**src/hw/rtl/fjpd_pkg.sv**
```systemverilog
package fjpd_pkg;

  localparam int JointCount = 4;

  // Lane roles, index order top, left, right, neck
  typedef logic [1:0] joint_t;
  localparam joint_t J_TOP   = 2'd0;
  localparam joint_t J_LEFT  = 2'd1;
  localparam joint_t J_RIGHT = 2'd2;
  localparam joint_t J_NECK  = 2'd3;

  // Drive direction codes
  localparam logic [1:0] DIR_NEG   = 2'd0;
  localparam logic [1:0] DIR_POS   = 2'd1;
  localparam logic [1:0] DIR_BRAKE = 2'd2;

  localparam logic [9:0]  BRAKE_DUTY = 10'd512;
  localparam logic [9:0]  DUTY_FULL  = 10'd1023;
  localparam logic [13:0] ENC_MASK   = 14'h3FF0;
  localparam logic signed [15:0] LIMIT_45 = 16'sd11520;
  localparam logic signed [15:0] ANGLE_20 = 16'sd5120;

  // Sequencer steps per tick (0 .. LAST_STEP)
  localparam logic [3:0] LAST_STEP = 4'd8;

  typedef struct packed {
    logic signed [15:0] kp;
    logic signed [15:0] ki;
    logic signed [15:0] kd;
  } gain_t;

  // Q4.12 gain sets
  localparam gain_t GAIN_TOP    = '{kp: 16'sd4506,  ki: 16'sd61,  kd: 16'sd6554};
  localparam gain_t GAIN_RISE   = '{kp: 16'sd2458,  ki: 16'sd41,  kd: 16'sd5325};
  localparam gain_t GAIN_FALL   = '{kp: 16'sd7373,  ki: 16'sd41,  kd: 16'sd6963};
  localparam gain_t GAIN_NORMAL = '{kp: 16'sd8602,  ki: 16'sd61,  kd: 16'sd6963};
  localparam gain_t GAIN_NECK   = '{kp: 16'sd11878, ki: 16'sd614, kd: 16'sd16384};

  typedef struct packed {
    logic       load;  // beat accepted: latch lane inputs
    logic       run;   // sequencer running
    logic [3:0] step;
    logic       upd;   // all four masked encoder words nonzero
  } lane_ctrl_t;

endpackage

```
**src/hw/rtl/fjpd_lane.sv**
```systemverilog
module fjpd_lane (
  input  logic                clk,
  input  logic                rst,
  input  fjpd_pkg::lane_ctrl_t ctrl,
  input  fjpd_pkg::joint_t    lane_id,
  input  logic [15:0]         raw,
  input  logic signed [15:0]  target,
  input  logic [13:0]         offset,
  output logic [1:0]          dir,
  output logic [9:0]          duty,
  output logic signed [15:0]  angle
);
  import fjpd_pkg::*;

  localparam logic [20:0] RECIP_26  = 21'd1290556;   // ceil(2^25/26)
  localparam logic [17:0] RECIP_100 = 18'd167773;    // ceil(2^24/100)
  localparam logic [21:0] SAT_Z     = 22'd102400;

  // held control state
  logic signed [16:0] prev_err;
  logic signed [31:0] isum;

  // per-tick working registers
  logic [13:0]        m;
  logic [13:0]        off;
  logic signed [15:0] tgt;
  logic               neg;
  logic [19:0]        p45;
  logic [16:0]        q;
  logic signed [16:0] er;
  logic signed [17:0] dr;
  logic signed [31:0] ir;
  gain_t              g;
  logic signed [43:0] acc;
  logic               s_zero;
  logic               s_neg;
  logic               big;
  logic [20:0]        y;

  logic signed [14:0] diff;
  logic [14:0]        dmag;
  logic [19:0]        xr;
  logic [40:0]        pr;
  logic signed [15:0] ang_sat;
  logic signed [16:0] e_c;
  logic signed [17:0] d_c;
  logic signed [32:0] i_wide;
  logic signed [31:0] i_sat;
  gain_t              g_sel;
  logic signed [32:0] m_kp;
  logic signed [47:0] m_ki;
  logic signed [34:0] m_kd;
  logic signed [43:0] amag;
  logic [40:0]        ym;
  logic [21:0]        z;
  logic [34:0]        qm;
  logic signed [15:0] tgt_in;

  always_comb begin
    // input clamp for top and neck
    tgt_in = target;
    if (lane_id == J_TOP || lane_id == J_NECK) begin
      if (target > LIMIT_45) tgt_in = LIMIT_45;
      else if (target < -LIMIT_45) tgt_in = -LIMIT_45;
    end

    // step 0: signed encoder delta, right and neck count the other way
    if (lane_id == J_RIGHT || lane_id == J_NECK) begin
      diff = $signed({1'b0, m}) - $signed({1'b0, off});
    end else begin
      diff = $signed({1'b0, off}) - $signed({1'b0, m});
    end
    dmag = diff[14] ? 15'(-diff) : 15'(diff);

    // step 1: round-half-away on magnitude
    xr = p45 + 20'd13;
    pr = xr * RECIP_26;

    // step 2: sign and saturate
    if (neg) begin
      ang_sat = (q > 17'd32768) ? -16'sd32768 : 16'(-$signed(q));
    end else begin
      ang_sat = (q > 17'd32767) ? 16'sd32767 : 16'(q);
    end

    // step 3: error terms and gain schedule
    e_c    = 17'(tgt) - 17'(angle);
    d_c    = 18'(e_c) - 18'(prev_err);
    i_wide = 33'(isum) + 33'(e_c);
    if (i_wide > 33'sd2147483647) i_sat = 32'sh7FFFFFFF;
    else if (i_wide < -33'sd2147483648) i_sat = 32'sh80000000;
    else i_sat = i_wide[31:0];

    case (lane_id)
      J_TOP:  g_sel = GAIN_TOP;
      J_NECK: g_sel = GAIN_NECK;
      default: begin
        if (angle > ANGLE_20 && tgt > angle) g_sel = GAIN_RISE;
        else if (angle > ANGLE_20 && tgt < angle) g_sel = GAIN_FALL;
        else g_sel = GAIN_NORMAL;
      end
    endcase

    m_kp = er * g.kp;
    m_ki = ir * g.ki;
    m_kd = dr * g.kd;

    // duty = round(|S| * 1023 / (100 * 2^20))
    amag = acc[43] ? -acc : acc;
    ym   = amag[30:0] * DUTY_FULL;
    z    = {1'b0, y} + 22'd50;
    qm   = z[16:0] * RECIP_100;
  end

  always_ff @(posedge clk) begin
    if (rst) begin
      angle    <= '0;
      prev_err <= '0;
      isum     <= '0;
    end else if (ctrl.run) begin
      if (ctrl.step == 4'd2 && ctrl.upd) begin
        angle <= ang_sat;
      end
      if (ctrl.step == 4'd3) begin
        prev_err <= e_c;
        isum     <= i_sat;
      end
    end
  end

  always_ff @(posedge clk) begin
    if (ctrl.load) begin
      m   <= raw[13:0] & ENC_MASK;
      off <= offset;
      tgt <= tgt_in;
    end else if (ctrl.run) begin
      case (ctrl.step)
        4'd0: begin
          neg <= diff[14];
          p45 <= dmag[13:0] * 6'd45;
        end
        4'd1: begin
          case (lane_id)
            J_TOP:   q <= {1'b0, pr[40:25]};
            J_NECK:  q <= 17'((p45 + 20'd4) >> 3);
            default: q <= 17'((p45 + 20'd8) >> 4);
          endcase
        end
        4'd3: begin
          er <= e_c;
          dr <= d_c;
          ir <= i_sat;
          g  <= g_sel;
        end
        4'd4: acc <= 44'(m_kp);
        4'd5: acc <= acc + 44'(m_ki);
        4'd6: acc <= acc + 44'(m_kd);
        4'd7: begin
          s_zero <= (acc == '0);
          s_neg  <= acc[43];
          big    <= |amag[43:31];
          y      <= ym[40:20];
        end
        4'd8: begin
          if (s_zero) begin
            dir  <= DIR_BRAKE;
            duty <= BRAKE_DUTY;
          end else begin
            dir  <= s_neg ? DIR_NEG : DIR_POS;
            duty <= (big || z >= SAT_Z) ? DUTY_FULL : qm[33:24];
          end
        end
        default: ;
      endcase
    end
  end

endmodule

```
**config.mk**
```make
export PLATFORM = sky130hd
export DESIGN_NAME = fjpd_lane
export DESIGN_NICKNAME = d
export VERILOG_FILES = /design/src/hw/rtl/fjpd_pkg.sv /design/src/hw/rtl/fjpd_lane.sv
export SDC_FILE = /design/constraint.sdc
export NUM_CORES = 2
export LEC_CHECK = 0
export ABC_AREA = 1
export BUFFER_PORTS_ARGS = -buffer_cell sky130_fd_sc_hd__buf_2
export CAP_MARGIN = 20
export CELL_PAD_IN_SITES_DETAIL_PLACEMENT = 1
export CELL_PAD_IN_SITES_GLOBAL_PLACEMENT = 1
export CORE_UTILIZATION = 25
export CTS_CLUSTER_SIZE = 40
export DETAILED_ROUTE_END_ITERATION = 6
export PLACE_DENSITY_LB_ADDON = 0.1
export SETUP_SLACK_MARGIN = 0.4
export SLEW_MARGIN = 0
export SYNTH_ARGS = -nofsm -noshare
export SYNTH_HDL_FRONTEND = slang
export SYNTH_SLANG_ARGS = --single-unit
```
**constraint.sdc**
```tcl
create_clock -name clk -period 7.8 [get_ports clk]
set_input_delay 1.56 -clock clk [delete_from_list [all_inputs] [get_ports clk]]
set_output_delay 1.56 -clock clk [all_outputs]
set_load 0.05 [all_outputs]
```
# Word-level counts from Yosys, hierarchy flattened
# Index checks and enable logic that the tools add are counted.
[totals]
reg_bits = 336
latch_bits = 0
ramBits = 0
rom_bits = 0
in_bits = 57
out_inout_bits = 28
wordCells = 103
mem_count = 0
[op_classes]
add_sub_neg = 14
n_mul = 7
div_mod_pow = 0
order_cmp = 10
n_eq_ne = 10
shifts = 0
n_mux = 18
bitwise_logic = 1
reduce_logical = 20
[op_table]
columns = ["cell", "n"]
rows = [
  ["one-hot mux 44 bit (3 select lines)", 1],
  ["2-to-1 mux 16 bit", 6],
  ["2-to-1 mux 46 bit", 2],
  ["one-hot mux 46 bit (2 select lines)", 1],
  ["2-to-1 mux 32 bit", 2],
  ["adder 44 x 34 -> 44 bit", 1],
  ["adder 44 bit", 1],
  ["logical NOT 44 bit", 1],
  ["multiplier 32 x 16 -> 44 bit", 1],
  ["2-to-1 mux 44 bit", 1],
  ["negation 44 bit", 1],
  ["multiplier 31 x 10 -> 41 bit, second input constant", 1],
  ["adder 20 x 4 -> 20 bit, second input constant", 2],
  ["multiplier 20 x 19 -> 39 bit, second input constant", 1],
  ["multiplier 17 x 18 -> 34 bit, second input constant", 1],
  ["multiplier 18 x 16 -> 34 bit", 1],
  ["one-hot mux 17 bit (2 select lines)", 1],
  ["adder 32 x 17 -> 33 bit", 1],
  ["> comparator 33 x 32 -> 1 bit, second input constant", 1],
  ["< comparator 33 x 32 -> 1 bit, second input constant", 1],
  ["multiplier 17 x 15 -> 32 bit", 1],
  ["subtractor 14 x 14 -> 15 bit", 2],
  ["adder 21 x 6 -> 22 bit, second input constant", 1],
  [">= comparator 22 x 17 -> 1 bit, second input constant", 1],
  ["other kinds (32)", 47],
]

# Depth between registers and ports, before layout
[depth]
ltp_word = 6
depth_mapped = 36
mapped_depth_nobuf = 36

# Least setup slack after synthesis
# No wires, ideal clock.
[synth_timing]
kind = "reg-to-reg"
start = "register y[1]"
end = "register duty[5], data pin"
setup_time_ns = 0.250
arrival_time_ns = 6.332
t_required_ns = 7.550
path_slack_ns = 1.218
stages_incl_launch_ff = 34
path_buffers = 0
period_less_slack_ns = 6.582
path_cell_list = "edfxtp_1 > ha_1 > nand2_1 > nand3_1 > nand2_1 > nor2_4 > nand3_1 > inv_1 > nand2_1 > clkinv_1 > nor2_1 > inv_1 > fa_1 > inv_1 > fa_1 > inv_1 > fa_1 > inv_1 > fa_1 > fa_1 > fa_1 > inv_1 > ha_1 > nand2_1 > nor2_1 > inv_1 > nor4_1 > nand2_1 > nand3_1 > nand2_1 > inv_1 > nand4_1 > nand2_1 > inv_1"
[synth_via]
elab_chain_len = 4
elab_cells_between_ends = 5
classes_between = "add/sub (1); mul (1); order compare (1); mux (1); reduce/logical (1)"
[synth_rtl]
columns = ["element", "line", "rtl"]
rows = [
  ["from (decl)", "fjpd_lane.sv:38", "logic [20:0] y;"],
  ["from (signal assigned)", "fjpd_lane.sv:162", "y <= ym[40:20];"],
  ["adder 21 x 6 -> 22 bit (*)", "fjpd_lane.sv:111", "z = {1'b0, y} + 22'd50;"],
  ["parallel branches: the longest is 2 deep, another holds multiplier 17 x 18 -> 34 bit", "n/a", ""],
  ["2-to-1 mux 9 bit (*)", "fjpd_lane.sv:170", "duty <= (big || z >= SAT_Z) ? DUTY_FULL : qm[33:24];"],
  ["to (signal assigned)", "fjpd_lane.sv:170", ""],
  ["to (decl)", "fjpd_lane.sv:10", "output logic [9:0] duty,"],
]
# Mark *: on every way between the ends.
# A chain may end at the register's enable or synchronous reset.

# Final worst setup path
[layout_timing]
start = "register acc[1]"
end = "register y[5], data pin"
[layout_via]
elab_chain_len = 3
[layout_rtl]
columns = ["element", "line", "rtl"]
rows = [
  ["from (decl)", "fjpd_lane.sv:34", "logic signed [43:0] acc;"],
  ["from (signal assigned)", "fjpd_lane.sv:155", "4'd4: acc <= 44'(m_kp);"],
  ["from (signal assigned)", "fjpd_lane.sv:156", "4'd5: acc <= acc + 44'(m_ki);"],
  ["from (signal assigned)", "fjpd_lane.sv:157", "4'd6: acc <= acc + 44'(m_kd);"],
  ["negation 44 bit", "fjpd_lane.sv:109", "amag = acc[43] ? -acc : acc;"],
  ["2-to-1 mux 44 bit (*)", "fjpd_lane.sv:109", ""],
  ["multiplier 31 x 10 -> 41 bit (*)", "fjpd_lane.sv:110", "ym = amag[30:0] * DUTY_FULL;"],
  ["named net ym[25]", "fjpd_lane.sv:54", "logic [40:0] ym;"],
]
# Mark *: on every way through the listed nets, which the timed path passes. The rest lies on a longest branch.

==> flow_summary.yaml <==
placement:
  port_buffers: 78
  dp.cells: 13600
  dp_slack_ns: 0.314
  gp_congestion: 0.904
  dp_hpwl_um: 254000
worst_setup_path:
  path_cells: "inv_1 -> ha_1 -> nand4_1 -> nor2_1 -> nor2_1 -> xor2_1 -> inv_1 -> fa_1 -> inv_1 -> fa_1 -> fa_1 -> fa_1 -> inv_1 -> fa_1 -> inv_1 -> ha_1 -> a21oi_1 -> nor2_1 -> o21ai_0 -> nand3_1 -> a21o_1 -> a21oi_1 -> o21ai_0 -> xor2_1"
  critPathTopFamily: "adder cells"
  cp_data_required_time_ns: 8.18
  setup.worst_path.class: "register to register"
  crit_buf_inv: 5
  cp-end-kind: "register"
  start_kind: "register"
  crit_slowest_cell: "fa_1"
  rr_worst_depth: 24
  cp_max_fo: 4
  slowest_delay_ns: 0.62
  worstReg2RegEnd: "y[5]"
  worst-path-stages: 24
  r2r-start: "acc[1]"
  crit_arrival_ns: 7.45
  r2r_slack_ns: 0.73
logic_synthesis:
  async_flop_share: 0
  synth_area_mm2: 0.0747
  synthCells: 9488
  synth_nets: 11600
  syn_area_per_cell_um2: 7.87
  ys_ff_latch: 306
  synth-edff-count: 241
  yosysSeqAreaShare: 0.114
  ys.warnings.count: 0
  synth_cell_types: 64
  synthFlopType: "edfxtp_1"
floorplanning:
  core.rowCount: 200
  top_level_ports: 85
  fp.dieW_um: 549
  start_util: 0.252
  die_h_um: 549
  die-area_mm2: 0.301
  core_mm2: 0.297
timing:
  fmax_mhz: 142
  slew_violations: 0
  setup_viol_count_final: 0
  min_period_ns: 7.07
  fin_worst_skew_ns: 0.0519
  relSlewSlack: 0.276
  worstMarginPinSlew_ns: 1.09
  grt_setup_unrepaired: "true"
  setup_slack_ns: 0.734
  final_hold_viol_count: 0
  fin_crit_sh: 0.906
  fin_tns_setup_ns: 0
layout:
  nets: 11800
  syn_to_final_growth_pct: 11.5
  layout_common_cells: "2723 x inv_1, 1669 x nand2_1, 1224 x fa_1"
  final_common_cell: "inv_1"
  layoutNonFillerInstCount: 13700
  fill_cells: 35600
  drive_gt1_frac: 0.0651
global_route:
  overflow: 0
  grt_pass1_wl_um: 424000
  grt.total_usage: 0.186
  grt_pass1_vias: 67200
  grt_max_degree: 61
  grt_antenna_before_repair: 5
hold_path:
  min_to: "prev_err[2]"
  hold_path.startpoint: "prev_err[2]"
  hp-class: "register to register"
  hold_depth: 2
detailed_routing:
  wl_um: 278000
  routed_via_density: 4.38
  vias: 60000
  drcViolationCount: 0
  ant_nets: 0
  wl_per_cell_um: 20.3
  drt_pre_antenna_iters: 5
  first_iter_violations: 2277
job:
  drv_cap: 0
cts:
  htreeDepth: 2
  cts_tree: "done"
  postCtsHoldBufs: 0
  numClockSinks: 306
  cts-root-buf: "clkbuf_16"
  clk_pin_slew_ns: 0.06
  cts_buffer_depth: 3
  worstSkewPairLatency_ns: 0.66
  numCtsBuffers: 43
run_status:
  run_status: "finished, final reports clean"
==> cells by family (layout without fill, tap and decap cells) <==
kind of cell | Yosys count | after routing | share of synthesized area
and+or+nand+nor | 3052 | 3052 | 0.174
DFF | 306 | 306 | 0.114
AOI/OAI and AO/OA | 979 | 979 | 0.0723
xor gates and xnor gates | 230 | 230 | 0.0275
buffers and inverters | 2869 | 3150 | 0.145
other | 0 | 1 | 0
adders and majority gates | 2052 | 2052 | 0.467
==> layer usage <==
layer,track usage,part of all wire,vias up
met5,0,0.00015,-
met4,0.0283,0.016,6
met3,0.0119,0.018,171
met2,0.326,0.49,510
met1,0.256,0.48,30300
li1,-,-,29100
==> what timing repair did <==
item | in CTS | in global routing
resized for setup | 7 | 80
setup endpoints to repair | 6 | 61
buffers inserted | 0 | 22
pin swaps | 0 | 7
==> registers in the layout (all words and copies together) (netlist names), 14 cells and up <==
signal / flops
tgt: 16
prev_err: 17
q: 17
isum: 32
g: 16
angle: 16
acc: 44
dr: 18
er: 17
off: 14
p45: 20
ir: 32
y: 21
==> how the worst max path moves through the flow <==
stage	endpoint	slack, ns	startpoint
final	y[5]	0.73	acc[1]
after global routing	y[19]	0.39	acc[1]
after CTS	duty[8]	0.43	y[1]
after detailed placement	duty[8]	0.31	y[1]
after global placement	duty[8]	0.36	y[1]
after floorplan	duty[5]	1.22	y[1]
==> layout make-up <==
type	instances	area (µm²)	area share
multi-input combinational	6313	55700	0.669
inverter	2745	10300	0.124
sequential	306	8540	0.102
tap	3939	4930	0.0592
timing repair buffer	327	2350	0.0282
clock buffer	55	1160	0.0140
clock inverter	23	299	0.00359
antenna	1	2.50	0.0000300
==> cell usage after synthesis, types with 52 or more instances <==
| cell type | count | area share |
|---|---|---|
| nand3_1 | 399 | 0.027 |
| xnor2_1 | 54 | 0.0063 |
| ha_1 | 827 | 0.14 |
| clkbuf_1 | 94 | 0.0047 |
| nor2_1 | 642 | 0.032 |
| nand4_1 | 77 | 0.0064 |
| edfxtp_1 | 241 | 0.097 |
| dfxtp_1 | 65 | 0.017 |
| fa_1 | 1225 | 0.33 |
| inv_1 | 2729 | 0.14 |
| nand2_1 | 1680 | 0.084 |
| xor2_1 | 171 | 0.020 |
| o21bai_1 | 52 | 0.0052 |
| nor3_1 | 68 | 0.0046 |
| o21ai_0 | 317 | 0.021 |
| a21oi_1 | 444 | 0.030 |
==> worst register-to-register path, delay by kind of cell, from the launching register on <==
family	cells	cell delay [ns]
adder cells (fa/ha/maj)	7	3.17
AO/OA/AOI/OAI	5	0.93
AND/OR/NAND/NOR	5	0.87
XOR/XNOR	2	0.75
buffers and inverters	5	0.60
flip-flops	1	0.46
==> metrics by stage <==
| step | instance area (µm²) | hold WS (ns) | utilization |
|---|---|---|---|
| global placement | 81300 | 0.523 | 0.274 |
| finish | 83300 | 0.550 | 0.280 |
| detailed placement | 81300 | 0.523 | 0.274 |
| CTS | 82800 | 0.539 | 0.279 |
| floorplan | 74700 | 0.424 | - |
| global route | 83300 | 0.585 | 0.280 |
Power is not shown: default switching activity piles up to over one toggle a cycle in this logic, so the estimate is an artifact.
